--- config.mk ---
export PLATFORM = sky130hd
export DESIGN_NAME = fractional_divider_register_encoder_flat
export DESIGN_NICKNAME = d
export VERILOG_FILES = /design/src/sv/fdre_pkg.sv /design/src/sv/fdre_if.sv /design/src/sv/fractional_divider_register_encoder.sv /design/src/sv/fdre_seq.sv /design/src/flat_wrapper.sv
export SDC_FILE = /design/constraint.sdc
export NUM_CORES = 1
export LEC_CHECK = 0
export BUFFER_PORTS_ARGS = -buffer_cell sky130_fd_sc_hd__buf_2
export CAP_MARGIN = 0
export CORE_ASPECT_RATIO = 2
export CORE_UTILIZATION = 47
export CTS_CLUSTER_SIZE = 16
export DETAILED_ROUTE_END_ITERATION = 12
export GPL_ROUTABILITY_DRIVEN = 0
export HOLD_SLACK_MARGIN = 0.05
export PLACE_DENSITY = 0.64
export SLEW_MARGIN = 20
export SYNTH_ARGS = -nofsm -noshare
export SYNTH_HDL_FRONTEND = slang
export SYNTH_SLANG_ARGS = --single-unit
export TNS_END_PERCENT = 50
--- constraint.sdc ---
create_clock -name clk -period 3.9 [get_ports clk]
set_input_delay 0.195 -clock clk [delete_from_list [all_inputs] [get_ports clk]]
set_output_delay 0.195 -clock clk [all_outputs]
set_load 0.05 [all_outputs]
--- src/sv/fdre_pkg.sv ---
// ----------------------------------------------------------------------------
// Fractional divider register encoder package
// Shared types, control word layout and microcode program of the encoder.
// ----------------------------------------------------------------------------
`default_nettype none

package fdre_pkg;

    localparam int unsigned PC_W      = 5;
    localparam int unsigned QUO_W     = 27;  // 128*b needs 27 bits
    localparam int unsigned DEN_W     = 20;
    localparam int unsigned P1_W      = 18;
    localparam int unsigned CNT_W     = 5;
    localparam logic [CNT_W-1:0] DIV_LAST_COUNT = CNT_W'(QUO_W - 1);
    localparam logic [P1_W-1:0]  P1_OFFSET      = P1_W'(512);

    // Command kinds
    localparam logic [1:0] KIND_PLL  = 2'd0;
    localparam logic [1:0] KIND_MS   = 2'd1;
    localparam logic [1:0] KIND_RDIV = 2'd2;
    localparam logic [1:0] KIND_NONE = 2'd3;

    // Jump targets in the program
    localparam logic [PC_W-1:0] STEP_ACCEPT = PC_W'(0);
    localparam logic [PC_W-1:0] STEP_DIV    = PC_W'(4);
    localparam logic [PC_W-1:0] STEP_MS     = PC_W'(14);
    localparam logic [PC_W-1:0] STEP_RDIV   = PC_W'(22);
    localparam logic [PC_W-1:0] STEP_BAD    = PC_W'(23);

    typedef enum logic [2:0] {
        OP_ACCEPT,
        OP_TEST,
        OP_DIV,
        OP_CALC,
        OP_EMIT
    } op_t;

    typedef enum logic [2:0] {
        COND_NEXT,
        COND_ALWAYS,
        COND_KIND1,
        COND_KIND2,
        COND_KIND3,
        COND_DEN0,
        COND_CNT_NZ
    } cond_t;

    typedef enum logic [3:0] {
        SEL_ZERO,
        SEL_P3_LO,
        SEL_P3_MID,
        SEL_P1_TOP,
        SEL_P1_MID,
        SEL_P1_LO,
        SEL_MIX,
        SEL_P2_MID,
        SEL_P2_LO,
        SEL_SHADOW_P1,
        SEL_SHADOW_R
    } sel_t;

    typedef struct packed {
        op_t             op;
        cond_t           cond;
        logic [PC_W-1:0] target;
        logic [7:0]      addr;
        sel_t            sel;
        logic            last;
        logic            bad;
        logic            shadow_wr;
    } ctrl_t;

    typedef struct packed {
        logic accept;
        logic emit_ok;
        logic kind1;
        logic kind2;
        logic kind3;
        logic den0;
        logic cnt_nz;
    } status_t;

    function automatic ctrl_t mk_word(input op_t op, input cond_t cond,
                                      input logic [PC_W-1:0] target,
                                      input logic [7:0] addr, input sel_t sel,
                                      input logic last, input logic bad,
                                      input logic shadow_wr);
        ctrl_t w;
        w.op        = op;
        w.cond      = cond;
        w.target    = target;
        w.addr      = addr;
        w.sel       = sel;
        w.last      = last;
        w.bad       = bad;
        w.shadow_wr = shadow_wr;
        return w;
    endfunction

    // Microcode program
    function automatic ctrl_t rom_word(input logic [PC_W-1:0] pc);
        ctrl_t w;
        case (pc)
            5'd0:  w = mk_word(OP_ACCEPT, COND_NEXT, STEP_ACCEPT, 8'h00, SEL_ZERO, 1'b0, 1'b0, 1'b0);
            5'd1:  w = mk_word(OP_TEST, COND_KIND3, STEP_ACCEPT, 8'h00, SEL_ZERO, 1'b0, 1'b0, 1'b0);
            5'd2:  w = mk_word(OP_TEST, COND_KIND2, STEP_RDIV, 8'h00, SEL_ZERO, 1'b0, 1'b0, 1'b0);
            5'd3:  w = mk_word(OP_TEST, COND_DEN0, STEP_BAD, 8'h00, SEL_ZERO, 1'b0, 1'b0, 1'b0);
            5'd4:  w = mk_word(OP_DIV, COND_CNT_NZ, STEP_DIV, 8'h00, SEL_ZERO, 1'b0, 1'b0, 1'b0);
            5'd5:  w = mk_word(OP_CALC, COND_KIND1, STEP_MS, 8'h00, SEL_ZERO, 1'b0, 1'b0, 1'b0);
            // PLL feedback writes
            5'd6:  w = mk_word(OP_EMIT, COND_NEXT, STEP_ACCEPT, 8'h1B, SEL_P3_LO, 1'b0, 1'b0, 1'b0);
            5'd7:  w = mk_word(OP_EMIT, COND_NEXT, STEP_ACCEPT, 8'h1A, SEL_P3_MID, 1'b0, 1'b0, 1'b0);
            5'd8:  w = mk_word(OP_EMIT, COND_NEXT, STEP_ACCEPT, 8'h1C, SEL_P1_TOP, 1'b0, 1'b0, 1'b0);
            5'd9:  w = mk_word(OP_EMIT, COND_NEXT, STEP_ACCEPT, 8'h1D, SEL_P1_MID, 1'b0, 1'b0, 1'b0);
            5'd10: w = mk_word(OP_EMIT, COND_NEXT, STEP_ACCEPT, 8'h1E, SEL_P1_LO, 1'b0, 1'b0, 1'b0);
            5'd11: w = mk_word(OP_EMIT, COND_NEXT, STEP_ACCEPT, 8'h1F, SEL_MIX, 1'b0, 1'b0, 1'b0);
            5'd12: w = mk_word(OP_EMIT, COND_NEXT, STEP_ACCEPT, 8'h20, SEL_P2_MID, 1'b0, 1'b0, 1'b0);
            5'd13: w = mk_word(OP_EMIT, COND_ALWAYS, STEP_ACCEPT, 8'h21, SEL_P2_LO, 1'b1, 1'b0, 1'b0);
            // Multisynth writes
            5'd14: w = mk_word(OP_EMIT, COND_NEXT, STEP_ACCEPT, 8'h2B, SEL_P3_LO, 1'b0, 1'b0, 1'b0);
            5'd15: w = mk_word(OP_EMIT, COND_NEXT, STEP_ACCEPT, 8'h2A, SEL_P3_MID, 1'b0, 1'b0, 1'b0);
            5'd16: w = mk_word(OP_EMIT, COND_NEXT, STEP_ACCEPT, 8'h31, SEL_P2_LO, 1'b0, 1'b0, 1'b0);
            5'd17: w = mk_word(OP_EMIT, COND_NEXT, STEP_ACCEPT, 8'h30, SEL_P2_MID, 1'b0, 1'b0, 1'b0);
            5'd18: w = mk_word(OP_EMIT, COND_NEXT, STEP_ACCEPT, 8'h2F, SEL_MIX, 1'b0, 1'b0, 1'b0);
            5'd19: w = mk_word(OP_EMIT, COND_NEXT, STEP_ACCEPT, 8'h2E, SEL_P1_LO, 1'b0, 1'b0, 1'b0);
            5'd20: w = mk_word(OP_EMIT, COND_NEXT, STEP_ACCEPT, 8'h2D, SEL_P1_MID, 1'b0, 1'b0, 1'b0);
            5'd21: w = mk_word(OP_EMIT, COND_ALWAYS, STEP_ACCEPT, 8'h2C, SEL_SHADOW_P1,
                               1'b1, 1'b0, 1'b1);
            // R divider write and zero-denominator flag
            5'd22: w = mk_word(OP_EMIT, COND_ALWAYS, STEP_ACCEPT, 8'h2C, SEL_SHADOW_R,
                               1'b1, 1'b0, 1'b1);
            5'd23: w = mk_word(OP_EMIT, COND_ALWAYS, STEP_ACCEPT, 8'h00, SEL_ZERO, 1'b1, 1'b1, 1'b0);
            default: w = mk_word(OP_TEST, COND_ALWAYS, STEP_ACCEPT, 8'h00, SEL_ZERO,
                                 1'b0, 1'b0, 1'b0);
        endcase
        return w;
    endfunction

    // R divider value to 3-bit code; anything but a power of two gives 7
    function automatic logic [2:0] rdiv_code(input logic [7:0] d);
        logic [2:0] code;
        code = 3'd7;
        for (int i = 0; i < 8; i++) begin
            if (d == (8'd1 << i)) begin
                code = 3'(i);
            end
        end
        return code;
    endfunction

endpackage

`default_nettype wire

--- src/sv/fdre_if.sv ---
// ----------------------------------------------------------------------------
// Encoder channel interfaces
// Command channel and register write channel, valid/ready handshake.
// ----------------------------------------------------------------------------
`default_nettype none

interface fdre_cmd_if;
    logic        valid;
    logic        ready;
    logic [1:0]  kind;
    logic [11:0] ratio_whole;
    logic [19:0] ratio_num;
    logic [19:0] ratio_den;
    logic [7:0]  out_div;

    modport source (output valid, kind, ratio_whole, ratio_num, ratio_den, out_div,
                    input ready);
    modport sink   (input valid, kind, ratio_whole, ratio_num, ratio_den, out_div,
                    output ready);
endinterface

interface fdre_wr_if;
    logic       valid;
    logic       ready;
    logic [7:0] reg_address;
    logic [7:0] reg_data;
    logic       last;
    logic       bad_ratio;

    modport source (output valid, reg_address, reg_data, last, bad_ratio, input ready);
    modport sink   (input valid, reg_address, reg_data, last, bad_ratio, output ready);
endinterface

`default_nettype wire

--- src/sv/fractional_divider_register_encoder.sv ---
// ----------------------------------------------------------------------------
// Fractional divider register encoder
// Turns ratio and R-divider commands into device register write transactions.
// ----------------------------------------------------------------------------
// Ratio command: steps are 1 accept, 3 dispatch, 27 divide steps of one bit, 1 P1
//   add and 8 writes; the bit-serial divider takes most of them. One command is in
//   flight at a time.
// R-divider command: one write; zero denominator: one flagged write; unused kind: none.
// First write leaves the output register in the cycle after its step.
// Reset (rst_n low, asynchronous) returns to the accept step, empties the output
//   register and clears the divider register shadow.
// ----------------------------------------------------------------------------
`default_nettype none

module fractional_divider_register_encoder
    import fdre_pkg::*;
(
    input  wire logic clk,
    input  wire logic rst_n,
    fdre_cmd_if.sink  cmd,
    fdre_wr_if.source wr
);

    ctrl_t   ctrl;
    status_t status;

    // Latched command fields
    logic [1:0]       kind_reg;
    logic [11:0]      whole_reg;
    logic [DEN_W-1:0] den_reg;
    logic [7:0]       odiv_reg;

    // Divider: remainder and quotient/dividend shift register
    logic [DEN_W-1:0] rem_reg;
    logic [QUO_W-1:0] quo_reg;
    logic [CNT_W-1:0] cnt_reg;
    logic [P1_W-1:0]  p1_reg;

    logic [7:0] shadow_reg;

    // Output register
    logic       out_valid_reg;
    logic [7:0] out_addr_reg;
    logic [7:0] out_data_reg;
    logic       out_last_reg;
    logic       out_bad_reg;

    logic             cmd_fire;
    logic             emit_ok;
    logic             emit_fire;
    logic [DEN_W:0]   partial;
    logic [DEN_W:0]   diff;
    logic             fits;
    logic [7:0]       emit_data;

    fdre_seq u_seq (
        .clk    (clk),
        .rst_n  (rst_n),
        .status (status),
        .ctrl   (ctrl)
    );

    // Take a command only on the accept step
    assign cmd.ready = (ctrl.op == OP_ACCEPT);
    assign cmd_fire  = cmd.valid && cmd.ready;

    // Output slot free when empty or being drained this cycle
    assign emit_ok   = !out_valid_reg || wr.ready;
    assign emit_fire = (ctrl.op == OP_EMIT) && emit_ok;

    assign status.accept  = cmd_fire;
    assign status.emit_ok = emit_ok;
    assign status.kind1   = (kind_reg == KIND_MS);
    assign status.kind2   = (kind_reg == KIND_RDIV);
    assign status.kind3   = (kind_reg == KIND_NONE);
    assign status.den0    = (den_reg == '0);
    assign status.cnt_nz  = (cnt_reg != '0);

    // One restoring step: shift in the next dividend bit, subtract if it fits
    assign partial = {rem_reg, quo_reg[QUO_W-1]};
    assign diff    = partial - {1'b0, den_reg};
    assign fits    = (partial >= {1'b0, den_reg});

    // Byte selection for the current write; P2 is the remainder, P3 the denominator
    always_comb
    begin
        case (ctrl.sel)
            SEL_P3_LO:     emit_data = den_reg[7:0];
            SEL_P3_MID:    emit_data = den_reg[15:8];
            SEL_P1_TOP:    emit_data = {6'b0, p1_reg[17:16]};
            SEL_P1_MID:    emit_data = p1_reg[15:8];
            SEL_P1_LO:     emit_data = p1_reg[7:0];
            SEL_MIX:       emit_data = {den_reg[19:16], rem_reg[19:16]};
            SEL_P2_MID:    emit_data = rem_reg[15:8];
            SEL_P2_LO:     emit_data = rem_reg[7:0];
            SEL_SHADOW_P1: emit_data = {shadow_reg[7:2], p1_reg[17:16]};
            SEL_SHADOW_R:  emit_data = {shadow_reg[7], rdiv_code(odiv_reg), shadow_reg[3:0]};
            default:       emit_data = 8'h00;
        endcase
    end

    // Datapath registers, driven by the current control word
    always_ff @(posedge clk)
    begin
        if (cmd_fire)
        begin
            kind_reg  <= cmd.kind;
            whole_reg <= cmd.ratio_whole;
            den_reg   <= cmd.ratio_den;
            odiv_reg  <= cmd.out_div;
            rem_reg   <= '0;
            quo_reg   <= {cmd.ratio_num, 7'b0};
            cnt_reg   <= DIV_LAST_COUNT;
        end
        else if (ctrl.op == OP_DIV)
        begin
            rem_reg <= fits ? diff[DEN_W-1:0] : partial[DEN_W-1:0];
            quo_reg <= {quo_reg[QUO_W-2:0], fits};
            cnt_reg <= cnt_reg - CNT_W'(1);
        end

        if (ctrl.op == OP_CALC)
        begin
            // P1 = 128a + q - 512, wrapped to 18 bits
            p1_reg <= {whole_reg[10:0], 7'b0} + quo_reg[P1_W-1:0] - P1_OFFSET;
        end

        if (emit_fire)
        begin
            out_addr_reg <= ctrl.addr;
            out_data_reg <= emit_data;
            out_last_reg <= ctrl.last;
            out_bad_reg  <= ctrl.bad;
        end
    end

    // Control state: shadow of the shared divider register and output valid
    always_ff @(posedge clk or negedge rst_n)
    begin
        if (!rst_n)
        begin
            shadow_reg    <= '0;
            out_valid_reg <= 1'b0;
        end
        else
        begin
            if (emit_fire && ctrl.shadow_wr)
            begin
                shadow_reg <= emit_data;
            end

            if (emit_fire)
            begin
                out_valid_reg <= 1'b1;
            end
            else if (wr.ready)
            begin
                out_valid_reg <= 1'b0;
            end
        end
    end

    assign wr.valid       = out_valid_reg;
    assign wr.reg_address = out_addr_reg;
    assign wr.reg_data    = out_data_reg;
    assign wr.last        = out_last_reg;
    assign wr.bad_ratio   = out_bad_reg;

endmodule

`default_nettype wire

--- src/sv/fdre_seq.sv ---
// ----------------------------------------------------------------------------
// Encoder sequencer
// Step counter over the microcode table with conditional jumps.
// ----------------------------------------------------------------------------
`default_nettype none

module fdre_seq
    import fdre_pkg::*;
(
    input  wire logic    clk,
    input  wire logic    rst_n,
    input  wire status_t status,
    output ctrl_t        ctrl
);

    logic [PC_W-1:0] pc_reg;
    logic [PC_W-1:0] pc_next;
    logic            step_done;
    logic            taken;

    assign ctrl = rom_word(pc_reg);

    // Hold on accept and emit steps until the handshake side allows it
    always_comb
    begin
        case (ctrl.op)
            OP_ACCEPT: step_done = status.accept;
            OP_EMIT:   step_done = status.emit_ok;
            default:   step_done = 1'b1;
        endcase
    end

    always_comb
    begin
        case (ctrl.cond)
            COND_ALWAYS: taken = 1'b1;
            COND_KIND1:  taken = status.kind1;
            COND_KIND2:  taken = status.kind2;
            COND_KIND3:  taken = status.kind3;
            COND_DEN0:   taken = status.den0;
            COND_CNT_NZ: taken = status.cnt_nz;
            default:     taken = 1'b0;
        endcase
    end

    always_comb
    begin
        pc_next = pc_reg;
        if (step_done)
        begin
            pc_next = taken ? ctrl.target : pc_reg + PC_W'(1);
        end
    end

    always_ff @(posedge clk or negedge rst_n)
    begin
        if (!rst_n)
        begin
            pc_reg <= STEP_ACCEPT;
        end
        else
        begin
            pc_reg <= pc_next;
        end
    end

endmodule

`default_nettype wire

--- src/flat_wrapper.sv ---
// flat-port wrapper written by rule: the top's interface ports become plain ports
module fractional_divider_register_encoder_flat import fdre_pkg::*;
  (clk, rst_n, cmd_valid, cmd_kind, cmd_ratio_whole, cmd_ratio_num, cmd_ratio_den, cmd_out_div, cmd_ready, wr_valid, wr_reg_address, wr_reg_data, wr_last, wr_bad_ratio, wr_ready);
  fdre_cmd_if cmd_i ();
  fdre_wr_if wr_i ();
  input  wire logic clk;
  input  wire logic rst_n;
  input wire logic [$bits(cmd_i.valid)-1:0] cmd_valid;
  input wire logic [$bits(cmd_i.kind)-1:0] cmd_kind;
  input wire logic [$bits(cmd_i.ratio_whole)-1:0] cmd_ratio_whole;
  input wire logic [$bits(cmd_i.ratio_num)-1:0] cmd_ratio_num;
  input wire logic [$bits(cmd_i.ratio_den)-1:0] cmd_ratio_den;
  input wire logic [$bits(cmd_i.out_div)-1:0] cmd_out_div;
  output wire logic [$bits(cmd_i.ready)-1:0] cmd_ready;
  output wire logic [$bits(wr_i.valid)-1:0] wr_valid;
  output wire logic [$bits(wr_i.reg_address)-1:0] wr_reg_address;
  output wire logic [$bits(wr_i.reg_data)-1:0] wr_reg_data;
  output wire logic [$bits(wr_i.last)-1:0] wr_last;
  output wire logic [$bits(wr_i.bad_ratio)-1:0] wr_bad_ratio;
  input wire logic [$bits(wr_i.ready)-1:0] wr_ready;
  assign cmd_i.valid = cmd_valid;
  assign cmd_i.kind = cmd_kind;
  assign cmd_i.ratio_whole = cmd_ratio_whole;
  assign cmd_i.ratio_num = cmd_ratio_num;
  assign cmd_i.ratio_den = cmd_ratio_den;
  assign cmd_i.out_div = cmd_out_div;
  assign cmd_ready = cmd_i.ready;
  assign wr_valid = wr_i.valid;
  assign wr_reg_address = wr_i.reg_address;
  assign wr_reg_data = wr_i.reg_data;
  assign wr_last = wr_i.last;
  assign wr_bad_ratio = wr_i.bad_ratio;
  assign wr_i.ready = wr_ready;
  fractional_divider_register_encoder u_core (.clk(clk), .rst_n(rst_n), .cmd(cmd_i), .wr(wr_i));
endmodule
==> results.md <==
- CP Capture Point: u_core.shadow_reg[3]
- Final hold violations: 0
- Clk pin slew, worst setup/hold paths: 60 ps
- Initial core utilization: 48.3%
- Routed vias/inst: 5.95
- # fillers: 1402
- H-tree levels: 4
- Die height: 186 um
- Via count: 6536
- Max reg flops: 27
- Share of layout cells above drive strength 1: 17.0%
- Antenna violations before repair: 0
- Post-layout min period: 3440 ps
- Ant. Diodes: 0
- Sequential share of power: 33.4%
- Startpoint types: flop
- Total track usage: 26.3%
- Post-DP HPWL: 16.0 mm
- Most common cell after layout, fill and taps aside: edfxtp_1
- Worst skew pair latency: 430 ps
- Pint: 4400 uW
- Core Rows: 66
- Drt pass-1 iters: 5
- Setup total negative slack: 0 ps
- Async S/R FF share, synth: 9.93%
- Yosys cell types: 81
- Clk buf depth: 2
- R2r worst-path depth: 9
- Worst hold-check path type: primary input to flop
- First-pass GRT wire length: 33.9 mm
- Nets: 1001
- Final slew viol count: 0
- Final period util: 88.2%
- Outcome: completed
- Routed Antenna Nets: 0
- RR Startpoint: u_core.u_seq.pc_reg[0]
- Maximum clock frequency: 291 MHz
- Core ar.: 0.0164 sq mm
- RSZ-0062 raised after global routing: false
- Leakage: 0.00404 uW
- Primary FF master, synth: edfxtp_1
- CP Capture Type: flop
- WL/cell: 19.8 um
- I/O pins: 86
- Max_slew headroom: 41.5%
- Post-CTS setup buffers: 0
- Total CTS buffers: 17
- Skew final: 12.0 ps
- Sequential area share after synthesis: 48.4%
- Routed WL: 21.8 mm
- Number of buffers added on ports: 82
- Data arrival, critical path: 3740 ps
- Syn Area/Cell: 10.5 sq um
- Net switching power: 3290 uW
- Worst EP required: 4200 ps
- Worst-Margin Slew: 876 ps
- R2R setup slack: 460 ps
- Vias in the first global route: 6628
- Sw frac: 42.8%
- Die X: 93.9 um
- Final core utilization: 58.6%
- Root Driver: clkbuf_16
- R2R Path End: u_core.shadow_reg[3]
- Final setup fails: 0
- Count of clock tree sinks: 141
- EDFF count, synth: 95
- CTS tree: built
- Comb pwr share: 45.3%
- DR iter-0 viols: 442
- Critical Path Start: u_core.u_seq.pc_reg[0]
- Crit path max fanout: 13
- Critical setup path kind: flop to flop
- Post-synthesis register bit count: 141
- VDD IR max: 318 uV
- Congestion Overflow GR: 0
- Pwr dens: 798 mW/mm^2
- Post-CTS Resized: 0
- DR DRC count: 0
- Ys Warns: 0
- Largest net degree at the start of global routing: 64
- Cell count after synthesis: 754
- Area growth syn-to-layout: 21.3%
- Clock power share: 21.3%
- Post-Syn Area: 0.00794 sq mm
- Most frequent cells in the layout: 95 x edfxtp_1, 82 x buf_2, 69 x inv_1
- Maxcap violations: 0
- DIE AREA: 0.0175 sq mm
stage by stage:
stage	setup slack [ps]	std cells	total power, uW	hold WS (ps)	area (sq um)
detailed placement	579	1016	5970	129	8540
finish	459	1098	7690	64.0	9640
floorplan	371	755	5090	-101	7960
CTS	537	1098	7670	51.4	9640
global placement	655	1016	5860	120	8540
global route	288	1098	8130	59.7	9640
cell families (layout without fill, tap and decap cells):
group	after synthesis	after routing	share of synthesized area, %
adder cells (fa/ha/maj)	54	54	8.69
AND/OR/NAND/NOR	193	193	12.3
multiplexers	23	23	3.13
flip-flops	141	141	48.4
other	1	2	0.0472
XOR/XNOR	34	34	3.75
AO/OA/AOI/OAI	205	205	18.3
buffers and inverters	103	242	5.34
cells in the mapped netlist, types with 6 or more instances:
master | number | area share (%)
edfxtp_1 | 95 | 36
inv_1 | 69 | 3.3
nand2_1 | 63 | 3.0
ha_1 | 52 | 8.2
o21ai_0 | 48 | 3.0
a21oi_1 | 35 | 2.2
dfxtp_1 | 32 | 8.1
nor2_1 | 28 | 1.3
xnor2_1 | 23 | 2.5
clkbuf_1 | 20 | 0.95
nand3_1 | 20 | 1.3
a22oi_1 | 18 | 1.7
dfrtp_1 | 14 | 4.4
nor3_1 | 14 | 0.88
a22o_1 | 13 | 1.4
mux2_2 | 11 | 1.6
mux2i_1 | 11 | 1.4
nand4_1 | 11 | 0.87
xor2_1 | 11 | 1.2
a21o_1 | 10 | 0.95
nor4_1 | 10 | 0.79
and3_1 | 9 | 0.71
o211ai_1 | 7 | 0.66
a211o_1 | 6 | 0.66
a221oi_1 | 6 | 0.66
buf_4 | 6 | 0.57
nand2b_1 | 6 | 0.47
o21a_1 | 6 | 0.57
power by group through the flow:
stage,combinational [uW],clock [uW],sequential [uW]
2_1_floorplan,2400,0,2690
3_3_place_gp,3300,0,2570
3_5_place_dp,3390,0,2580
4_1_cts,3450,1670,2550
5_1_grt,3790,1730,2610
6_report,3480,1640,2570
critical path, cell delays in order, from the launching register on:
cell      delay [ps]
dfrtp_1          590
inv_1            190
ha_1             390
mux2_4           300
a221oi_4         410
nand2b_1         380
nor2_1           170
a221oi_1         360
nand3_1          200
mux2_2           310
cell type report:
type / count / area (sq um) / share of cell area, %
tap: 204 / 255 / 2.65
timing repair buffer: 140 / 983 / 10.2
multi-input combinational: 511 / 3690 / 38.3
clock inverter: 11 / 119 / 1.23
clock buffer: 21 / 480 / 4.99
sequential: 141 / 3840 / 39.9
inverter: 70 / 263 / 2.73
what timing repair did:
action / CTS / global route
hold buffers: 50 / 0
endpoints found under the hold margin: 63 / 0
endpoints found under the setup margin: 0 / 0
per-layer routing:
| metal | vias to the layer above | GRT usage, % | wire length [um] |
|---|---|---|---|
| li1 | 3066 | - | - |
| met1 | 3099 | 25.2 | 7500 |
| met2 | 264 | 47.6 | 11600 |
| met3 | 107 | 4.13 | 838 |
| met4 | 0 | 22.4 | 1810 |
| met5 | - | 0 | 0 |
worst min-delay path by stage:
| stage | from | endpoint | slack, ps | cells after the start |
|---|---|---|---|---|
| 4_1_cts | cmd_ratio_num[12] | u_core.quo_reg[19] | 50 | 2 |
| 2_1_floorplan | rst_n | u_core.shadow_reg[0] | -100 | 0 |
| 3_3_place_gp | rst_n | u_core.wr.valid | 120 | 1 |
| 3_5_place_dp | rst_n | u_core.wr.valid | 130 | 1 |
| 5_1_grt | cmd_ratio_num[12] | u_core.quo_reg[19] | 60 | 2 |
| 6_report | cmd_ratio_num[4] | u_core.quo_reg[11] | 60 | 3 |
Note: power is estimated with default switching activity, not from simulation.
